[config.mk]
export PLATFORM = sky130hd
export DESIGN_NAME = bpsd_ctrl
export DESIGN_NICKNAME = d
export VERILOG_FILES = /design/src/rtl/balance_pid_stepper_driver_top_defines.svh /design/src/rtl/bpsd_pkg.sv /design/src/rtl/bpsd_ctrl.sv
export SDC_FILE = /design/constraint.sdc
export NUM_CORES = 1
export LEC_CHECK = 0
export ABC_AREA = 1
export BUFFER_PORTS_ARGS = -buffer_cell sky130_fd_sc_hd__buf_2
export CAP_MARGIN = 20
export CELL_PAD_IN_SITES_DETAIL_PLACEMENT = 1
export CELL_PAD_IN_SITES_GLOBAL_PLACEMENT = 2
export CORE_ASPECT_RATIO = 1.1
export CORE_MARGIN = 10
export CORE_UTILIZATION = 24
export DETAILED_ROUTE_END_ITERATION = 12
export GPL_TIMING_DRIVEN = 0
export PLACE_DENSITY_LB_ADDON = 0.3
export SLEW_MARGIN = 20
export SYNTH_ARGS = -nofsm -noshare
export SYNTH_HDL_FRONTEND = slang
export SYNTH_SLANG_ARGS = --single-unit
[constraint.sdc]
create_clock -name clk -period 1.4 [get_ports clk]
set_input_delay 0.28 -clock clk [delete_from_list [all_inputs] [get_ports clk]]
set_output_delay 0.28 -clock clk [all_outputs]
set_load 0.05 [all_outputs]
[src/rtl/balance_pid_stepper_driver_top_defines.svh]
// Assertion macros for the balance controller.
// Used by the top level only; no other dependencies.
`ifndef BALANCE_PID_STEPPER_DRIVER_TOP_DEFINES_SVH
`define BALANCE_PID_STEPPER_DRIVER_TOP_DEFINES_SVH

// same-cycle implication
`define BPSD_ASSERT_NOW(label, clk, rst_n, a, c) \
	label: assert property (@(posedge clk) disable iff (!rst_n) (a) |-> (c)) \
		else $error("bpsd assertion failed");

// next-cycle implication
`define BPSD_ASSERT_NEXT(label, clk, rst_n, a, c) \
	label: assert property (@(posedge clk) disable iff (!rst_n) (a) |=> (c)) \
		else $error("bpsd assertion failed");

`endif

[src/rtl/bpsd_pkg.sv]
// Package: request types, config struct, sequencer steps, constants and helpers.
// No dependencies.
`timescale 1ns / 1ps
package bpsd_pkg;

	localparam int unsigned FRAC_BITS = 16;

	localparam logic signed [33:0] GYRO_SCALE  = 34'sd326418;
	localparam logic signed [33:0] ACCEL_SCALE = 34'sd46540266;
	localparam logic signed [33:0] DT_SCALE    = 34'sd42949673;
	localparam logic signed [39:0] DERIV_MULT  = 40'sd100;
	localparam logic [63:0] STEP_LIMIT = 64'd75000000 << FRAC_BITS;
	localparam logic [40:0] TERM_CAP = 41'd1 << 40;
	localparam logic [50:0] HI_LIMIT = 51'd1 << 39;

	typedef struct packed {
		logic              cmd;
		logic signed [15:0] gyro_raw;
		logic signed [15:0] accel_raw;
	} item_req_t;

	typedef struct packed {
		logic signed [31:0] tilt_angle;
		logic signed [31:0] drive_speed;
		logic               step_pulse;
		logic               step_direction;
	} result_req_t;

	typedef enum logic [2:0] {
		REG_SETPOINT, REG_GAIN_P, REG_GAIN_I, REG_GAIN_D,
		REG_WEIGHT, REG_GYRO_BIAS, REG_TICK_INC, REG_MIN_SPEED
	} reg_idx_t;

	typedef struct packed {
		logic signed [23:0] setpoint_angle;
		logic [26:0]        gain_p;
		logic [26:0]        gain_i;
		logic [26:0]        gain_d;
		logic [15:0]        filter_weight;
		logic signed [15:0] gyro_bias;
		logic [19:0]        tick_increment;
		logic [26:0]        min_speed;
	} cfg_t;

	typedef enum logic [4:0] {
		ST_IDLE, ST_G, ST_A, ST_W1, ST_W2, ST_E, ST_INT,
		ST_PH, ST_PL, ST_IH, ST_IL, ST_DH, ST_DL, ST_SPD,
		ST_T1, ST_TK, ST_DONE
	} step_t;

	typedef struct packed {
		step_t op;
		logic  capture;
		logic  load_out;
	} dp_cmd_t;

	function automatic logic signed [67:0] rnd_shr(input logic signed [67:0] v,
		input int unsigned s);
		logic signed [67:0] half;
		half = 68'sd1 <<< (s - 1);
		if (v < 0)
			return (v + half - 68'sd1) >>> s;
		return (v + half) >>> s;
	endfunction

	function automatic logic signed [31:0] sat32(input logic signed [67:0] v);
		if (v > 68'sd2147483647)
			return 32'sh7FFFFFFF;
		if (v < -68'sd2147483648)
			return 32'sh80000000;
		return v[31:0];
	endfunction

	function automatic logic signed [47:0] sat48(input logic signed [67:0] v);
		if (v > 68'sd140737488355327)
			return 48'sh7FFFFFFFFFFF;
		if (v < -68'sd140737488355328)
			return 48'sh800000000000;
		return v[47:0];
	endfunction

endpackage

[src/rtl/bpsd_ctrl.sv]
// Sequencer: steps one request through the datapath, owns the handshakes.
// Depends on bpsd_pkg.
`timescale 1ns / 1ps
module bpsd_ctrl (
	input  logic              clk,
	input  logic              arst_n,
	input  logic              item_valid,
	output logic              item_stall,
	input  logic              item_cmd,
	output logic              result_valid,
	input  logic              result_stall,
	output bpsd_pkg::dp_cmd_t dp_cmd
);
	import bpsd_pkg::*;

	step_t state_q, state_d;
	logic  out_valid_q;

	assign item_stall = (state_q != ST_IDLE);
	assign result_valid = out_valid_q;

	always_ff @(posedge clk or negedge arst_n) begin
		if (!arst_n) begin
			state_q <= ST_IDLE;
			out_valid_q <= 1'b0;
		end else begin
			state_q <= state_d;
			if (dp_cmd.load_out)
				out_valid_q <= 1'b1;
			else if (!result_stall)
				out_valid_q <= 1'b0;
		end
	end

	always_comb begin
		state_d = state_q;
		dp_cmd.op = state_q;
		dp_cmd.capture = 1'b0;
		dp_cmd.load_out = 1'b0;
		case (state_q)
			ST_IDLE: begin
				if (item_valid) begin
					dp_cmd.capture = 1'b1;
					state_d = item_cmd ? ST_T1 : ST_G;
				end
			end
			ST_G:   state_d = ST_A;
			ST_A:   state_d = ST_W1;
			ST_W1:  state_d = ST_W2;
			ST_W2:  state_d = ST_E;
			ST_E:   state_d = ST_INT;
			ST_INT: state_d = ST_PH;
			ST_PH:  state_d = ST_PL;
			ST_PL:  state_d = ST_IH;
			ST_IH:  state_d = ST_IL;
			ST_IL:  state_d = ST_DH;
			ST_DH:  state_d = ST_DL;
			ST_DL:  state_d = ST_SPD;
			ST_SPD: state_d = ST_DONE;
			ST_T1:  state_d = ST_TK;
			ST_TK:  state_d = ST_DONE;
			ST_DONE: begin
				if (!out_valid_q || !result_stall) begin
					dp_cmd.load_out = 1'b1;
					state_d = ST_IDLE;
				end
			end
			default: state_d = ST_IDLE;
		endcase
	end

endmodule

After elaboration in Yosys (flattened, before gate mapping)
Cells that the tools add are included.
{ "totals": {"reg_bits": 6} }
{ "op_classes": {"eq_ne": 19, "n_reduce_logical": 7, "muxes": 10} }
{ "ops": {"columns": ["cell", "count"], "rows": [
  ["$pmux 5 s16", 1],
  ["$eq 5x4->1 const B", 8],
  ["$eq 5x3->1 const B", 4],
  ["$eq 5x2->1 const B", 2],
  ["$mux 5", 2],
  ["$mux 1", 6],
  ["$eq 5x1->1 const B", 1],
  ["$eq 5x5->1 const B", 1],
  ["$logic_not 5->1", 1],
  ["$reduce_bool 5->1", 1],
  ["$mux 4", 1],
  ["$ne 2x2->1 const B", 2],
  ["$logic_not 1->1", 2],
  ["$ne 2x1->1 const B", 1],
  ["$reduce_and 2->1", 1],
  ["$reduce_or 2->1", 1],
  ["$logic_or 1x1->1", 1]
]} }

Longest topological paths before layout
{ "depth": {"depth_word": 5, "depth_mapped": 8, "ltp_nobuf": 7} }

Worst setup path after synthesis
No wires, ideal clock.
{ "synth_timing": {"kind": "register to output", "from": "reg state_q[3]", "to": "out dp_cmd[1] (netlist name)", "required_ns": 1.120, "n_path_buf": 1, "slack_ns": -0.792, "stages_incl_launch_ff": 7, "t_arrival_ns": 1.912, "path_cell_list": "dfrtp_1 > buf_6 > nor2_2 > nand2_2 > inv_2 > nand2_2 > nor2_1"} }
{ "synth_rtl": {"columns": ["element", "line", "source"], "rows": [
  ["start, declared", "bpsd_ctrl.sv:16", "step_t state_q, state_d;"],
  ["start signal, assigned", "bpsd_ctrl.sv:27", "state_q <= state_d;"],
  ["end, declared", "bpsd_ctrl.sv:12", "output bpsd_pkg::dp_cmd_t dp_cmd"]
]} }

==> summary.txt <==
Yosys
  – Yosys top cell by area: dfrtp_1
  – Post-synthesis register bit count: 6
  – Post-synthesis net count: 64
  – Synth top cells by count: nand2_1, nor2_1, nand3_1, dfrtp_1, nor2_2
  – Post-synthesis sequential area ratio: 35.3%
  – Syn Inst Count: 59
  – Yosys cell types: 19
  – Synth warnings: 0
  – Synth area leaders: dfrtp_1, nand2_1, nor2_1, nand3_1, nor2_2
  – Main flop type after synthesis: dfrtp_1
  – Ys async rst share: 100%
  – Most numerous cell in the Yosys netlist: nand2_1
  – Syn_area_per_cell: 7.21 um^2
  – Mapped cell area: ~430 um^2
  – Post-synth top area share: 35.3%
  – Post-synth EDFFs: 0

Timing
  – Final hold vios: 0
  – Slew HR: between 80% and 90%
  – Tmin final: 1.58 ns
  – Setup_tns: -0.744 ns
  – Fmax: roughly 0.63 GHz
  – Worst-margin pin slew: 0.255 ns
  – Final max-slew violation count: 0
  – Fin Clk Skew: 0.00434 ns
  – RSZ-0062 raised after global routing: true
  – Final cycle utilization of the critical path: 113%
  – Final setup viols: 7
  – Setup ws final: -0.181 ns

Worst setup path
  – Crit Path Category: reg2out
  – Slowest stage cell, crit path: dfrtp_2
  – Cell Chain, Critical Path: nor2_4, buf_4, nand2_8, nor2_4, buf_8
  – WP data arrival: 1.30 ns
  – CP Capture Type: primary output
  – Crit start category: register
  – Most used cell, CP: nor2_4
  – Crit-path max FO: 4
  – Crit-path max cell delay: 0.43 ns
  – Worst EP required: 1.12 ns

Place
  – Buffers on Ports: 13
  – Post-DP HPWL: 972 um
  – RD Place Congestion: 0.784

Clock tree
  – CTS Root Buffer Type: clkbuf_4
  – Num Clock Sinks: 6
  – Register clock-pin slew on the reported worst setup and hold paths: 0.05 ns
  – H-Tree Depth: 1
  – Inserted Clock Buffers: 3
  – Max clock buf depth: 2
  – Worst-Skew Late Latency: roughly 0.25 ns
  – TritonCTS clock tree: yes

Layout
  – Ant diodes: 0
  – Synth-to-Final Area Change: 75.3%
  – Fillers: around 220
  – Share of layout cells above drive strength 1: between 60% and 70%
  – Core Util, Final: 45.7%
  – Nets: 96

Drt
  – DR vias: between 500 and 600
  – DRC Markers: 0
  – Vias per cell: slightly below 5
  – Initial DRC count: 2
  – Wire length per cell: between 15 and 20 um
  – DR pass1 iterations: 4
  – Post-route ant nets: 0
  – Final Routed Wirelength: between 1500 and 2000 um

Global route
  – First-pass GRT wire length: ~2600 um
  – Met1 usage: 9.79%
  – Largest net degree at the start of global routing: 10
  – Vias in the first global route: 545
  – GR Overflow Total: 0
  – Total GRT Usage: 9.01%
  – GR peak layer: met2
  – Met3 Usage GRT: 3.95%
  – Initial antenna violation count: 0
  – Met2 usage: approximately 14%

Power
  – VDD IR-drop max: 0.00117 V
  – Leak Pwr: 0.373 nW
  – Power per cell area: around 2800 nW/um^2

Run
  – Max_cap viols: 0

Outcome
  – Violated checks: setup timing
  – Status: finished with violations

Floorplan
  – Die span in x: 60.1 um
  – Die area: slightly below 4000 um^2
  – # rows: 15
  – I/O pins: 14
  – Die Ht: ~64 um
  – Core area: between 1500 and 2000 um^2
  – Starting Density: 26.1%

Worst hold path
  – Hold Crit Class: in2reg
==> worst paths after layout <==
kind	startpoint	end	slack (ns)	depth (start not counted)
setup / recovery	state_q[1]$_DFFE_PN0P_	dp_cmd[1]	-0.18	5
hold / removal	result_stall	result_valid$_DFFE_PN0P_	0.33	3
setup reg to reg	state_q[1]$_DFFE_PN0P_	state_q[2]$_DFFE_PN0P_	-0.10	8
hold reg to reg	result_valid$_DFFE_PN0P_	result_valid$_DFFE_PN0P_	0.54	2
max in group asynchronous	arst_n	state_q[0]$_DFFE_PN0P_	0.85	2
min in group asynchronous	arst_n	state_q[4]$_DFFE_PN0P_	0.39	2
==> registers in the layout (all words and copies together) (netlist names) <==
name	cells
state_q	5
result_valid	1
==> cells in the final DEF (no fill, tap or decap), drive strengths merged <==
| master | n |
|---|---|
| nand2 | 15 |
| a21oi | 1 |
| o22ai | 1 |
| o21ai | 2 |
| inv | 6 |
| buf | 26 |
| nand3 | 8 |
| nand3b | 1 |
| clkbuf | 5 |
| dlygate4sd3 | 1 |
| clkinv | 1 |
| dfrtp | 6 |
| nor2 | 15 |
| nand4 | 1 |
| nor2b | 1 |
==> worst max-delay path: cells and delay by family, from the launching register on <==
kind	cells	cell delay, ns
flip-flops	1	0.43
buffers and inverters	2	0.32
AND/OR/NAND/NOR	3	0.30
==> what timing repair did <==
action                     in CTS  in global routing
hold buffers                    1                  0
pin swaps                       5                  5
hold endpoints to repair        6                  0
resized for setup               9                  7
gates cloned                    0                  0
setup buffers                  12                  5
setup endpoints to repair       3                  8
==> logic make-up after synthesis <==
| group | synth area share (%) |
|---|---|
| DFF | 35.3 |
| AOI/OAI and AO/OA | 7.35 |
| buffers and inverters | 9.12 |
| and+or+nand+nor | 48.2 |
==> per-stage QoR <==
| step | total power, mW | std cells | worst slack (ns) | instance area (um^2) | hold slack [ns] |
|---|---|---|---|---|---|
| finish | 2.07 | 107 | -0.181 | 746 | 0.326 |
| global route | 2.26 | 107 | -0.262 | 746 | 0.337 |
| detailed placement | 1.50 | 89 | -0.192 | 559 | 0.109 |
| CTS | 1.94 | 105 | -0.181 | 703 | 0.317 |
| floorplan | 1.26 | 59 | -0.206 | 473 | -0.0156 |
| global placement | 1.49 | 89 | -0.195 | 559 | 0.106 |
==> layer usage <==
| layer | up-vias | part of all wire (%) |
|---|---|---|
| met5 | - | 0 |
| met4 | 0 | 2.2 |
| met3 | 4 | 6.8 |
| met2 | 18 | 49 |
| met1 | 241 | 42 |
| li1 | 252 | - |
==> final cells by class <==
class	count	area [um^2]	area share, %
inverter	7	35.0	4.70
timing repair buffer	28	220	29.5
tap	17	21.3	2.85
clock buffer	4	26.3	3.52
sequential	6	156	21.0
multi-input combinational	45	287	38.4
==> report_power, final <==
| part | internal, mW | switching [mW] |
|---|---|---|
| Clock | 0.108 | 0.0663 |
| Combinational | 0.606 | 0.952 |
| Sequential | 0.256 | 0.0837 |
(Power assumes the default switching activity.)
