[src/rtl/balance_pid_stepper_driver_top_defines.svh]
// Assertion macros for the balance controller.
// Used by the top level only; no other dependencies.
`ifndef BALANCE_PID_STEPPER_DRIVER_TOP_DEFINES_SVH
`define BALANCE_PID_STEPPER_DRIVER_TOP_DEFINES_SVH

// same-cycle implication
`define BPSD_ASSERT_NOW(label, clk, rst_n, a, c) \
	label: assert property (@(posedge clk) disable iff (!rst_n) (a) |-> (c)) \
		else $error("bpsd assertion failed");

// next-cycle implication
`define BPSD_ASSERT_NEXT(label, clk, rst_n, a, c) \
	label: assert property (@(posedge clk) disable iff (!rst_n) (a) |=> (c)) \
		else $error("bpsd assertion failed");

`endif

[src/rtl/bpsd_pkg.sv]
// Package: request types, config struct, sequencer steps, constants and helpers.
// No dependencies.
`timescale 1ns / 1ps
package bpsd_pkg;

	localparam int unsigned FRAC_BITS = 16;

	localparam logic signed [33:0] GYRO_SCALE  = 34'sd326418;
	localparam logic signed [33:0] ACCEL_SCALE = 34'sd46540266;
	localparam logic signed [33:0] DT_SCALE    = 34'sd42949673;
	localparam logic signed [39:0] DERIV_MULT  = 40'sd100;
	localparam logic [63:0] STEP_LIMIT = 64'd75000000 << FRAC_BITS;
	localparam logic [40:0] TERM_CAP = 41'd1 << 40;
	localparam logic [50:0] HI_LIMIT = 51'd1 << 39;

	typedef struct packed {
		logic              cmd;
		logic signed [15:0] gyro_raw;
		logic signed [15:0] accel_raw;
	} item_req_t;

	typedef struct packed {
		logic signed [31:0] tilt_angle;
		logic signed [31:0] drive_speed;
		logic               step_pulse;
		logic               step_direction;
	} result_req_t;

	typedef enum logic [2:0] {
		REG_SETPOINT, REG_GAIN_P, REG_GAIN_I, REG_GAIN_D,
		REG_WEIGHT, REG_GYRO_BIAS, REG_TICK_INC, REG_MIN_SPEED
	} reg_idx_t;

	typedef struct packed {
		logic signed [23:0] setpoint_angle;
		logic [26:0]        gain_p;
		logic [26:0]        gain_i;
		logic [26:0]        gain_d;
		logic [15:0]        filter_weight;
		logic signed [15:0] gyro_bias;
		logic [19:0]        tick_increment;
		logic [26:0]        min_speed;
	} cfg_t;

	typedef enum logic [4:0] {
		ST_IDLE, ST_G, ST_A, ST_W1, ST_W2, ST_E, ST_INT,
		ST_PH, ST_PL, ST_IH, ST_IL, ST_DH, ST_DL, ST_SPD,
		ST_T1, ST_TK, ST_DONE
	} step_t;

	typedef struct packed {
		step_t op;
		logic  capture;
		logic  load_out;
	} dp_cmd_t;

	function automatic logic signed [67:0] rnd_shr(input logic signed [67:0] v,
		input int unsigned s);
		logic signed [67:0] half;
		half = 68'sd1 <<< (s - 1);
		if (v < 0)
			return (v + half - 68'sd1) >>> s;
		return (v + half) >>> s;
	endfunction

	function automatic logic signed [31:0] sat32(input logic signed [67:0] v);
		if (v > 68'sd2147483647)
			return 32'sh7FFFFFFF;
		if (v < -68'sd2147483648)
			return 32'sh80000000;
		return v[31:0];
	endfunction

	function automatic logic signed [47:0] sat48(input logic signed [67:0] v);
		if (v > 68'sd140737488355327)
			return 48'sh7FFFFFFFFFFF;
		if (v < -68'sd140737488355328)
			return 48'sh800000000000;
		return v[47:0];
	endfunction

endpackage

[src/rtl/bpsd_cfg.sv]
// Configuration register file.
// Depends on bpsd_pkg.
`timescale 1ns / 1ps
module bpsd_cfg (
	input  logic                 clk,
	input  logic                 arst_n,
	input  logic                 cfg_valid,
	output logic                 cfg_ready,
	input  logic [2:0]           cfg_index,
	input  logic [26:0]          cfg_data,
	output bpsd_pkg::cfg_t       cfg
);
	import bpsd_pkg::*;

	cfg_t cfg_q;

	assign cfg_ready = 1'b1;
	assign cfg = cfg_q;

	always_ff @(posedge clk or negedge arst_n) begin
		if (!arst_n) begin
			cfg_q.setpoint_angle <= -24'sd262144;
			cfg_q.gain_p         <= 27'd393216;
			cfg_q.gain_i         <= 27'd13107200;
			cfg_q.gain_d         <= 27'd655;
			cfg_q.filter_weight  <= 16'd65470;
			cfg_q.gyro_bias      <= 16'sd65;
			cfg_q.tick_increment <= 20'd50000;
			cfg_q.min_speed      <= 27'd32768;
		end else if (cfg_valid) begin
			case (reg_idx_t'(cfg_index))
				REG_SETPOINT:  cfg_q.setpoint_angle <= cfg_data[23:0];
				REG_GAIN_P:    cfg_q.gain_p <= cfg_data;
				REG_GAIN_I:    cfg_q.gain_i <= cfg_data;
				REG_GAIN_D:    cfg_q.gain_d <= cfg_data;
				REG_WEIGHT:    cfg_q.filter_weight <= cfg_data[15:0];
				REG_GYRO_BIAS: cfg_q.gyro_bias <= cfg_data[15:0];
				REG_TICK_INC:  cfg_q.tick_increment <= cfg_data[19:0];
				REG_MIN_SPEED: cfg_q.min_speed <= cfg_data;
				default: ;
			endcase
		end
	end

endmodule

[config.mk]
export PLATFORM = sky130hd
export DESIGN_NAME = bpsd_cfg
export DESIGN_NICKNAME = d
export VERILOG_FILES = /design/src/rtl/balance_pid_stepper_driver_top_defines.svh /design/src/rtl/bpsd_pkg.sv /design/src/rtl/bpsd_cfg.sv
export SDC_FILE = /design/constraint.sdc
export NUM_CORES = 1
export LEC_CHECK = 0
export BUFFER_PORTS_ARGS = -buffer_cell sky130_fd_sc_hd__buf_4
export CAP_MARGIN = 15
export CORE_ASPECT_RATIO = 0.75
export CORE_MARGIN = 2
export CORE_UTILIZATION = 25
export CTS_CLUSTER_DIAMETER = 60
export DETAILED_ROUTE_END_ITERATION = 12
export MAX_ROUTING_LAYER = met4
export PLACE_DENSITY = 0.49
export RECOVER_POWER = 25
export SETUP_SLACK_MARGIN = 0.1
export SLEW_MARGIN = 0
export SYNTH_ARGS = -nofsm -noshare
export SYNTH_HDL_FRONTEND = slang
export SYNTH_SLANG_ARGS = --single-unit
export TNS_END_PERCENT = 100
[constraint.sdc]
create_clock -name clk -period 0.8 [get_ports clk]
set_input_delay 0.16 -clock clk [delete_from_list [all_inputs] [get_ports clk]]
set_output_delay 0.16 -clock clk [all_outputs]
set_load 0.005 [all_outputs]
# After elaboration in Yosys (flattened, before gate mapping)
# Index checks and enable logic that the tools add are counted.
dict set report op_classes {
  n_eq_ne 7
  reduce_logical 9
}
# operator n
set op_table {}
lappend op_table {{$reduce_and 2->1} 8}
lappend op_table {{$eq 3x3->1 const B} 4}
lappend op_table {{$eq 3x2->1 const B} 2}
lappend op_table {{$eq 3x1->1 const B} 1}
lappend op_table {{$logic_not 3->1} 1}
dict set report word_totals {
  ff_bits 184
  output_inout_bits 185
  elab_cells 24
}

# Logic depth before layout (Yosys ltp)
# Gate-level depths: netlist of the first run.
dict set report depth {
  word_depth 2
  ltp_mapped 5
  depth_no_buf 2
}

# Least setup slack after synthesis of the first run
# Ideal clock, no wire load.
dict set report synth_timing {
  path_type {input port to flip-flop}
  startpoint {input cfg_index[0]}
  endpoint {register cfg_q (netlist bit cfg[171])}
  setup_time_ns 0.125
  arrival_ns 1.233
  required_ns 0.675
  setup_slack_ns -0.559
  path_stages 4
  n_path_buf 2
  path_cell_list {buf_6 > nor4b_4 > buf_6 > mux2_4}
}
dict set report synth_between {
  elab_chain_cells 2
}
# element line
set synth_rtl {}
lappend synth_rtl {{start: declaration} bpsd_cfg.sv:9} ;# input logic [2:0] cfg_index,
lappend synth_rtl {{$logic_not 3->1} bpsd_cfg.sv:31} ;# case (reg_idx_t'(cfg_index))
lappend synth_rtl {{$reduce_and 2->1 (no line)} -}
lappend synth_rtl {{end: declaration} bpsd_cfg.sv:15} ;# cfg_t cfg_q;
# No other way between the ends.
# A chain may end at the register's enable or synchronous reset.

# Worst setup path in the final report of the first run
dict set report layout_timing {
  startpoint {register cfg_q (netlist bit cfg[76])}
  endpoint {output cfg[76] (netlist bit)}
}
# element line
set layout_lines {}
lappend layout_lines {{end: declaration} bpsd_cfg.sv:11} ;# output bpsd_pkg::cfg_t cfg
# No word-level cell between the ends.

==> impl_metrics.json, run 1 <==
{
  "route.antenna.remaining_nets": 0,
  "rows": 53,
  "num_io_pins": 218,
  "post-route-period-util_pct": 156,
  "ys_top_cells_by_area": "dfrtp_1 51%, mux2_2 27%, dfstp_2 15%",
  "yosys_register_bits": 184,
  "hpwl_um": 14300,
  "pwr-share-seq_pct": 42.1,
  "reg2reg_depth": 3,
  "setup_viol": 358,
  "synth-async-reset-ratio_pct": 100,
  "crit_family": "flip-flops",
  "cp-end-kind": "primary output",
  "gp_congestion": 0.771,
  "drv_cap": 0,
  "area_growth_pct": 77.7,
  "route.detailed.drc": 0,
  "final_area_sq_um": 12600,
  "antenna_found_initial": 0,
  "synth_most_common_cell": "mux2_2",
  "fin_nets": 791,
  "arrival_ps": 1090,
  "placed_area_sq_um": 9720,
  "synth_common_cells": "169 x mux2_2, 144 x dfrtp_1, 40 x dfstp_2",
  "r2r-end": "cfg[134]",
  "vdd_drop_max_v": 0.00143,
  "vias": 4809,
  "path_clk_slew_ps": 70,
  "drive_above_1_share_pct": 79.8,
  "worstSetupStartpointType": "flip-flop",
  "critPathKind": "reg2out",
  "ys_seq_area_share_pct": 65.8,
  "cp-endpoint": "cfg[76]",
  "required_ps": 640,
  "synth_area_per_cell_sq_um": 17.7,
  "postCtsHoldBufs": 5,
  "min_path_type": "in2async",
  "clock_sinks": 184,
  "dieWidth_um": 198,
  "rsz0062_at_grt": "yes",
  "crit_fanout": 2,
  "fmax_ghz": 0.800,
  "cts_buffers": 17,
  "worstSkewPairLatency_ps": 430,
  "violations": "negative hold slack, negative setup slack",
  "first_pass_iters": 4,
  "p_switching_mw": 8.20,
  "status": "finished, violations left",
  "start_util_pct": 25.3,
  "fin_cells": 1156,
  "vias_per_cell": 4.16,
  "final.setup.tns_ps": -81540,
  "synth_top_area_share_pct": 50.9,
  "slowest_delay_ps": 560,
  "syn_area_sq_um": 7080,
  "powerDensity_nw_per_um2": 2530,
  "dieArea_sq_um": 29700,
  "cts_max_level": 4,
  "fin_crit_ps": 1250,
  "largest_reg_flops": 184,
  "ys_warn_count": 0,
  "antenna_cells": 0,
  "grt_usage_pct": 17.2,
  "dpl.cell_count": 1011,
  "register_area_sq_um": 4650,
  "p_int_mw": 23.6,
  "port_buffers": 216,
  "worst_pin_slew_ps": 645,
  "fin_worst_skew_ps": 0,
  "core_sq_um": 27900,
  "drt-total-wl_um": 24000,
  "holdWs_ps": -257,
  "cts_buffer_depth": 2,
  "maxSlewViolCount": 0,
  "cts_tree": "done",
  "slowest_stage": "dfstp_2",
  "cp.depth": 1,
  "synth_edf_count": 0,
  "fp.dieH_um": 150,
  "wl_per_cell_um": 20.8,
  "path_buf_inv": 1,
  "synth_ff_type": "dfrtp_1",
  "drt_iter0_drc": 90,
  "yosys.area.top_type": "dfrtp_1",
  "crit_start": "cfg[76]",
  "p_sw_share_pct": 25.7,
  "r2r_start": "cfg[134]",
  "p_clk_share_pct": 25.2,
  "synthDistinctLibCells": 15,
  "path_cells": "buf_6",
  "max_slew_margin_pct": 57.0,
  "grt_pass1_vias": 5422,
  "p_leak_nw": 6.01,
  "multi_input_area_sq_um": 2760,
  "final_util_pct": 45.0,
  "grt-ovfl-total": 0,
  "grt_max_degree": 45,
  "synthesis.nets": 432,
  "final-hold-violation-count": 15,
  "layout_setup_ws_ps": -449,
  "root_buffer": "clkbuf_16",
  "rrSetupSlack_ps": -210,
  "grt_pass1_wl_um": 35800,
  "syn_inst": 399,
  "combinationalPowerShare_pct": 32.7,
  "fill_cells": 2491
}
repair_timing:
| item | in CTS | in global routing |
|---|---|---|
| setup endpoints to repair | 368 | 383 |
| resized for setup | 296 | 34 |
| hold endpoints to repair | 192 | 172 |
| pin swaps | 5 | 0 |
| gates cloned | 13 | 0 |
| setup buffers | 74 | 37 |
how the worst min path moves through the flow:
stage	startpoint	end
after floorplan	arst_n	cfg[0]
after global placement	arst_n	cfg[105]
after detailed placement	arst_n	cfg[3]
after CTS	arst_n	cfg[3]
after global routing	arst_n	cfg[3]
final	arst_n	cfg[3]
power by group through the flow:
| stage | clock, mW | sequential [mW] | combinational (mW) |
|---|---|---|---|
| 2_1_floorplan | 0 | 13.0 | 2.58 |
| 5_1_grt | 8.77 | 13.6 | 11.1 |
| 3_3_place_gp | 0 | 13.0 | 7.02 |
| 3_5_place_dp | 0 | 13.1 | 7.12 |
| 6_report | 8.02 | 13.4 | 10.4 |
| 4_1_cts | 8.31 | 13.4 | 9.96 |
area by class of cell:
type                            instances  share of cell area [%]
Clock buffer                           21                    3.50
Timing Repair Buffer                  362                    32.9
Clock inverter                         11                   0.796
Sequential cell                       184                    37.0
Tap cell                              385                    3.83
Multi-Input combinational cell        193                    21.9
per-layer routing:
metal	part of all wire, %	global-route usage [%]
met1	47	23.1
met5	0	-
met2	45	24.9
met3	7.5	6.51
met4	0.46	3.01
cells in the final DEF (no fill, tap or decap):
cell type and instances:
mux2_2 42, clkinvlp_4 2, nor4b_4 1, dlymetal6s4s_1 3, clkbuf_2 3, mux2_4 142, buf_12 22, bufinv_16 1
nand4b_1 1, clkinv_4 1, dfrtp_1 144, nand4b_4 2, clkbuf_16 17, buf_4 77, buf_16 11, clkbuf_1 5
nand4_4 1, buf_6 238, clkbuf_4 2, inv_6 3, clkinv_2 4, buf_8 3, and4bb_4 3, dlygate4sd3_1 2
conb_1 1, dfstp_2 40
per-stage QoR:
stage	total power [mW]	setup slack, ps
2_1_floorplan	15.6	-552
3_3_place_gp	20.0	-570
3_5_place_dp	20.2	-610
4_1_cts	31.6	-482
5_1_grt	33.5	-502
6_report	31.8	-449
cell families (layout without fill, tap and decap cells):
family,count (synthesis),count (layout),synth area share (%)
mux,184,184,29.8
flops,184,184,65.8
buf+inv,22,394,2.63
simple gates,8,8,1.72
other cells,1,1,0.0530
(Power assumes the default switching activity.)
==> inputs of run 2 (changes only) <==
--- a/config.mk
+++ b/config.mk
@@ -10,6 +10,7 @@
 export CORE_ASPECT_RATIO = 0.75
 export CORE_MARGIN = 2
 export CORE_UTILIZATION = 25
+export CTS_BUF_LIST = sky130_fd_sc_hd__clkbuf_2 sky130_fd_sc_hd__clkbuf_4 sky130_fd_sc_hd__clkbuf_8
 export CTS_CLUSTER_DIAMETER = 60
 export DETAILED_ROUTE_END_ITERATION = 12
 export MAX_ROUTING_LAYER = met4
==> run 2 against run 1 <==
The flow still finishes with violations (negative hold slack, negative setup slack); first-iteration DRC count up 23%; via count decreased by 1.6%; power fell by 5.4%; sequential share of layout area grew 0.56 points; utilization decreased by 0.67 points; combinational power is essentially flat; largest cell class unchanged.
==> impl_metrics.json, run 2 (same netlist as run 1, synthesis figures left out) <==
{
  "clock_sinks": 184,
  "worstSkewPairLatency_ps": 460,
  "final-hold-violation-count": 54,
  "holdWs_ps": -34.9,
  "powerDensity_nw_per_um2": 2430,
  "drt_iter0_drc": 111,
  "cts_max_level": 4,
  "reg2reg_depth": 3,
  "grt_max_degree": 45,
  "fill_cells": 2504,
  "wl_per_cell_um": 20.6,
  "cts_buffer_depth": 2,
  "post-route-period-util_pct": 162,
  "cp-end-kind": "primary output",
  "status": "finished, violations left",
  "rrSetupSlack_ps": -220,
  "whs_endpoint": "cfg[126]",
  "grt-ovfl-total": 0,
  "maxSlewViolCount": 0,
  "antenna_found_initial": 0,
  "min-delay-start": "cfg_data[20]",
  "gp_congestion": 0.771,
  "cts_buffers": 17,
  "register_area_sq_um": 4650,
  "multi_input_area_sq_um": 2820,
  "fp.dieH_um": 150,
  "fin_cells": 1148,
  "final_util_pct": 44.4,
  "largest_reg_flops": 184,
  "r2r-end": "cfg[134]",
  "path_buf_inv": 1,
  "num_io_pins": 218,
  "dieWidth_um": 198,
  "worst_pin_slew_ps": 670,
  "area_growth_pct": 75.1,
  "final.setup.tns_ps": -100720,
  "hpwl_um": 14300,
  "min_path_cells": 2,
  "antenna_cells": 0,
  "violations": "negative hold slack, negative setup slack",
  "critPathKind": "reg2out",
  "rsz0062_at_grt": "yes",
  "p_leak_nw": 5.95,
  "vias_per_cell": 4.12,
  "grt_pass1_vias": 5346,
  "required_ps": 640,
  "vdd_drop_max_v": 0.00101,
  "fin_nets": 783,
  "layout_common_cells": "249 x buf_6, 158 x mux2_4, 144 x dfrtp_1",
  "final_common_cell": "buf_6",
  "setup_viol": 510,
  "arrival_ps": 1140,
  "slowest_delay_ps": 570,
  "drv_cap": 0,
  "grt_usage_pct": 16.6,
  "max_slew_margin_pct": 55.4,
  "slowest_stage": "dfstp_2",
  "r2r_start": "cfg[134]",
  "fin_worst_skew_ps": 0,
  "fin_crit_ps": 1300,
  "layout_setup_ws_ps": -498,
  "grt_pass1_wl_um": 34700,
  "path_cells": "buf_6",
  "cts_tree": "done",
  "dieArea_sq_um": 29700,
  "placed_area_sq_um": 9720,
  "route.detailed.drc": 0,
  "start_util_pct": 25.3,
  "rows": 53,
  "root_buffer": "clkbuf_8",
  "vias": 4733,
  "first_pass_iters": 4,
  "route.antenna.remaining_nets": 0,
  "final_area_sq_um": 12400,
  "port_buffers": 216,
  "min_path_type": "in2reg",
  "core_sq_um": 27900,
  "path_clk_slew_ps": 100,
  "fmax_ghz": 0.771,
  "dpl.cell_count": 1011,
  "crit_fanout": 2,
  "drive_above_1_share_pct": 80.1,
  "drt-total-wl_um": 23700,
  "worstSetupStartpointType": "flip-flop",
  "crit_family": "flip-flops"
}
run 2: changes by cell type in the layout (fill, tap and decap cells not counted), sizes merged:
cell          previous run  this run
buf                    351       347
clkbuf                  27        22
dlygate4sd3              2         6
dlymetal6s4s             3         0
run 2: area by class of cell:
cell class	instances	share of cell area, %
multi-input cells	193	22.8
flip-flops and latches	184	37.6
clock buffers	21	2.13
clock inverters	11	0.808
well taps	385	3.89
repair buffers	354	32.8
run 2: worst max path at each step:
stage,slack (ps),to,cells after the start,start
global placement,-570,cfg[169],4,cfg_index[1]
global route,-570,cfg[64],1,cfg[64]
finish,-500,cfg[76],1,cfg[76]
floorplan,-550,cfg[171],4,cfg_index[1]
CTS,-550,cfg[76],1,cfg[76]
detailed placement,-610,cfg[162],4,cfg_index[1]
run 2: where the power goes:
group	switching (mW)	leakage, nW	internal [mW]
Clock	3.47	0.188	2.61
Sequential	1.76	2.15	11.7
Combinational	2.77	3.61	7.81
Total	8.00	5.95	22.1
run 2: timing repair:
action                                 CTS  global route
endpoints found under the hold margin  337           151
pin swaps                                2             2
gates cloned                            10             0
buffers inserted                        66            38
hold buffers                             5             1
setup endpoints to repair              368           368
gates resized for setup                283            66
run 2: metrics by stage:
stage               power [mW]  setup WS, ps
floorplan                 15.6          -552
global placement          20.0          -570
detailed placement        20.2          -610
CTS                       29.6          -550
global route              31.7          -570
finish                    30.1          -498
run 2: layer usage:
metal	up-vias	global-route usage, %	wire, um
met5	-	-	0
met2	120	24.2	10800
met1	2490	22.2	11200
met4	0	2.93	137
met3	11	6.18	1560
li1	2112	-	-
==> inputs of run 3 (changes only) <==
--- a/config.mk
+++ b/config.mk
@@ -7,6 +7,8 @@
 export LEC_CHECK = 0
 export BUFFER_PORTS_ARGS = -buffer_cell sky130_fd_sc_hd__buf_4
 export CAP_MARGIN = 15
+export CELL_PAD_IN_SITES_DETAIL_PLACEMENT = 0
+export CELL_PAD_IN_SITES_GLOBAL_PLACEMENT = 1
 export CORE_ASPECT_RATIO = 0.75
 export CORE_MARGIN = 2
 export CORE_UTILIZATION = 25
@@ -14,8 +16,7 @@
 export CTS_CLUSTER_DIAMETER = 60
 export DETAILED_ROUTE_END_ITERATION = 12
 export MAX_ROUTING_LAYER = met4
-export PLACE_DENSITY = 0.49
-export RECOVER_POWER = 25
+export PLACE_DENSITY = 0.57
 export SETUP_SLACK_MARGIN = 0.1
 export SLEW_MARGIN = 0
 export SYNTH_ARGS = -nofsm -noshare
==> run 3 against run 2 <==
The flow still finishes with violations (negative hold slack, negative setup slack); first-iteration DRC count up 16%; cell area up 2.6%; global-route usage up 0.69 points; non-clock buffer count up 23; sequential share of layout area down 0.95 points; clock power up 9.0%; fmax about the same; flip-flop and latch count unchanged; combinational power about the same; hold slack worse by 13 ps; largest cell class unchanged.
==> impl_metrics.json, run 3 (same netlist as run 1, synthesis figures left out) <==
{
  "status": "finished, violations left",
  "violations": "negative hold slack, negative setup slack",
  "antenna_cells": 0,
  "reg2reg_depth": 3,
  "path_clk_slew_ps": 100,
  "layout_setup_ws_ps": -497,
  "fin_worst_skew_ps": 0,
  "worstSkewPairLatency_ps": 460,
  "core_sq_um": 27900,
  "grt-ovfl-total": 0,
  "min_path_cells": 2,
  "first_pass_iters": 4,
  "cts_buffer_depth": 2,
  "min_path_type": "in2reg",
  "place_ws_ps": -607,
  "rsz0062_at_grt": "yes",
  "holdWs_ps": -48.4,
  "combinationalPowerShare_pct": 35.0,
  "grt_pass1_wl_um": 36000,
  "crit_fanout": 2,
  "final_area_sq_um": 12700,
  "wl_per_cell_um": 20.9,
  "cp-end-kind": "primary output",
  "area_growth_pct": 79.6,
  "p_leak_nw": 6.15,
  "fp.dieH_um": 150,
  "power.total_mw": 30.8,
  "slowest_delay_ps": 570,
  "crit_family": "flip-flops",
  "cp.depth": 1,
  "placed_area_sq_um": 9810,
  "setup_viol": 364,
  "grt_usage_pct": 17.3,
  "drive_above_1_share_pct": 80.9,
  "cts_buffers": 17,
  "p_clk_share_pct": 21.5,
  "critPathKind": "reg2out",
  "fin_nets": 806,
  "route.detailed.drc": 0,
  "rows": 53,
  "layout_common_cells": "228 x buf_6, 164 x mux2_4, 144 x dfrtp_1",
  "required_ps": 640,
  "vdd_drop_max_v": 0.00109,
  "hpwl_um": 14700,
  "p_switching_mw": 8.17,
  "cts_tree": "done",
  "route.antenna.remaining_nets": 0,
  "final_common_cell": "buf_6",
  "cts_max_level": 4,
  "maxSlewViolCount": 0,
  "largest_reg_flops": 184,
  "p_int_mw": 22.7,
  "vias_per_cell": 4.16,
  "path_buf_inv": 1,
  "fin_cells": 1171,
  "postCtsHoldBufs": 4,
  "pwr-share-seq_pct": 43.5,
  "drt-total-wl_um": 24500,
  "path_cells": "buf_6",
  "start_util_pct": 25.3,
  "clock_sinks": 184,
  "fin_crit_ps": 1300,
  "final-hold-violation-count": 65,
  "vias": 4867,
  "grt_max_degree": 27,
  "dieWidth_um": 198,
  "grt_pass1_vias": 5355,
  "dpl.cell_count": 1016,
  "gp_congestion": 0.784,
  "dieArea_sq_um": 29700,
  "drt_iter0_drc": 129,
  "drv_cap": 0,
  "port_buffers": 216,
  "antenna_found_initial": 0,
  "fmax_ghz": 0.771,
  "worstSetupStartpointType": "flip-flop",
  "num_io_pins": 218,
  "powerDensity_nw_per_um2": 2430,
  "root_buffer": "clkbuf_8",
  "slowest_stage": "dfstp_2",
  "post-route-period-util_pct": 162,
  "arrival_ps": 1140,
  "p_sw_share_pct": 26.5
}
## run 3: cell types whose count changed in the layout (fill, tap and decap cells not counted), sizes merged
cell	previous run	this run
dlygate4sd3	6	4
clkbuf	22	20
clkinv	5	6
clkinvlp	2	1
bufinv	1	2
buf	347	373
## run 3: worst paths after layout
kind | end | start | slack, ps
setup / recovery | cfg[178] | cfg[178] | -500
hold / removal | cfg[154] | cfg_data[21] | -50
setup reg to reg | cfg[172] | cfg[172] | -220
hold reg to reg | cfg[104] | cfg[104] | 540
max in group asynchronous | cfg[76] | arst_n | 160
min in group asynchronous | cfg[134] | arst_n | 190
## run 3: stage by stage
step | utilization (%) | setup TNS [ps]
finish | 45.5 | -99390
global route | 45.5 | -108150
CTS | 44.4 | -102630
detailed placement | 35.1 | -90910
global placement | 35.1 | -87690
floorplan | - | -63780
## run 3: power by group through the flow
stage / clock network [mW] / registers [mW] / logic (mW)
after detailed placement: 0 / 13.1 / 7.19
final: 6.63 / 13.4 / 10.8
after CTS: 6.91 / 13.4 / 10.1
after floorplan: 0 / 13.0 / 2.58
after global placement: 0 / 13.0 / 7.10
after global routing: 7.34 / 13.6 / 11.5
## run 3: metal layers
metal | vias up | part of all wire (%) | track usage, % | wire length [um]
li1 | 2163 | - | - | -
met1 | 2559 | 49 | 24.2 | 12000
met2 | 133 | 44 | 24.5 | 10800
met3 | 12 | 6.1 | 5.41 | 1500
met4 | 0 | 0.79 | 3.91 | 194
met5 | - | 0 | - | 0
## run 3: cell type report
cell class	count	area, sq um
flip-flops and latches	184	4650
fillers	2468	15200
clock inverters	12	141
clock buffers	20	269
well taps	385	482
multi-input cells	193	2840
repair buffers	377	4320
## run 3: timing repair
item / in CTS / in global routing
gates cloned: 14 / 0
resized for setup: 303 / 37
setup endpoints to repair: 368 / 368
hold endpoints to repair: 363 / 158
setup buffers: 72 / 46
pin swaps: 6 / 2
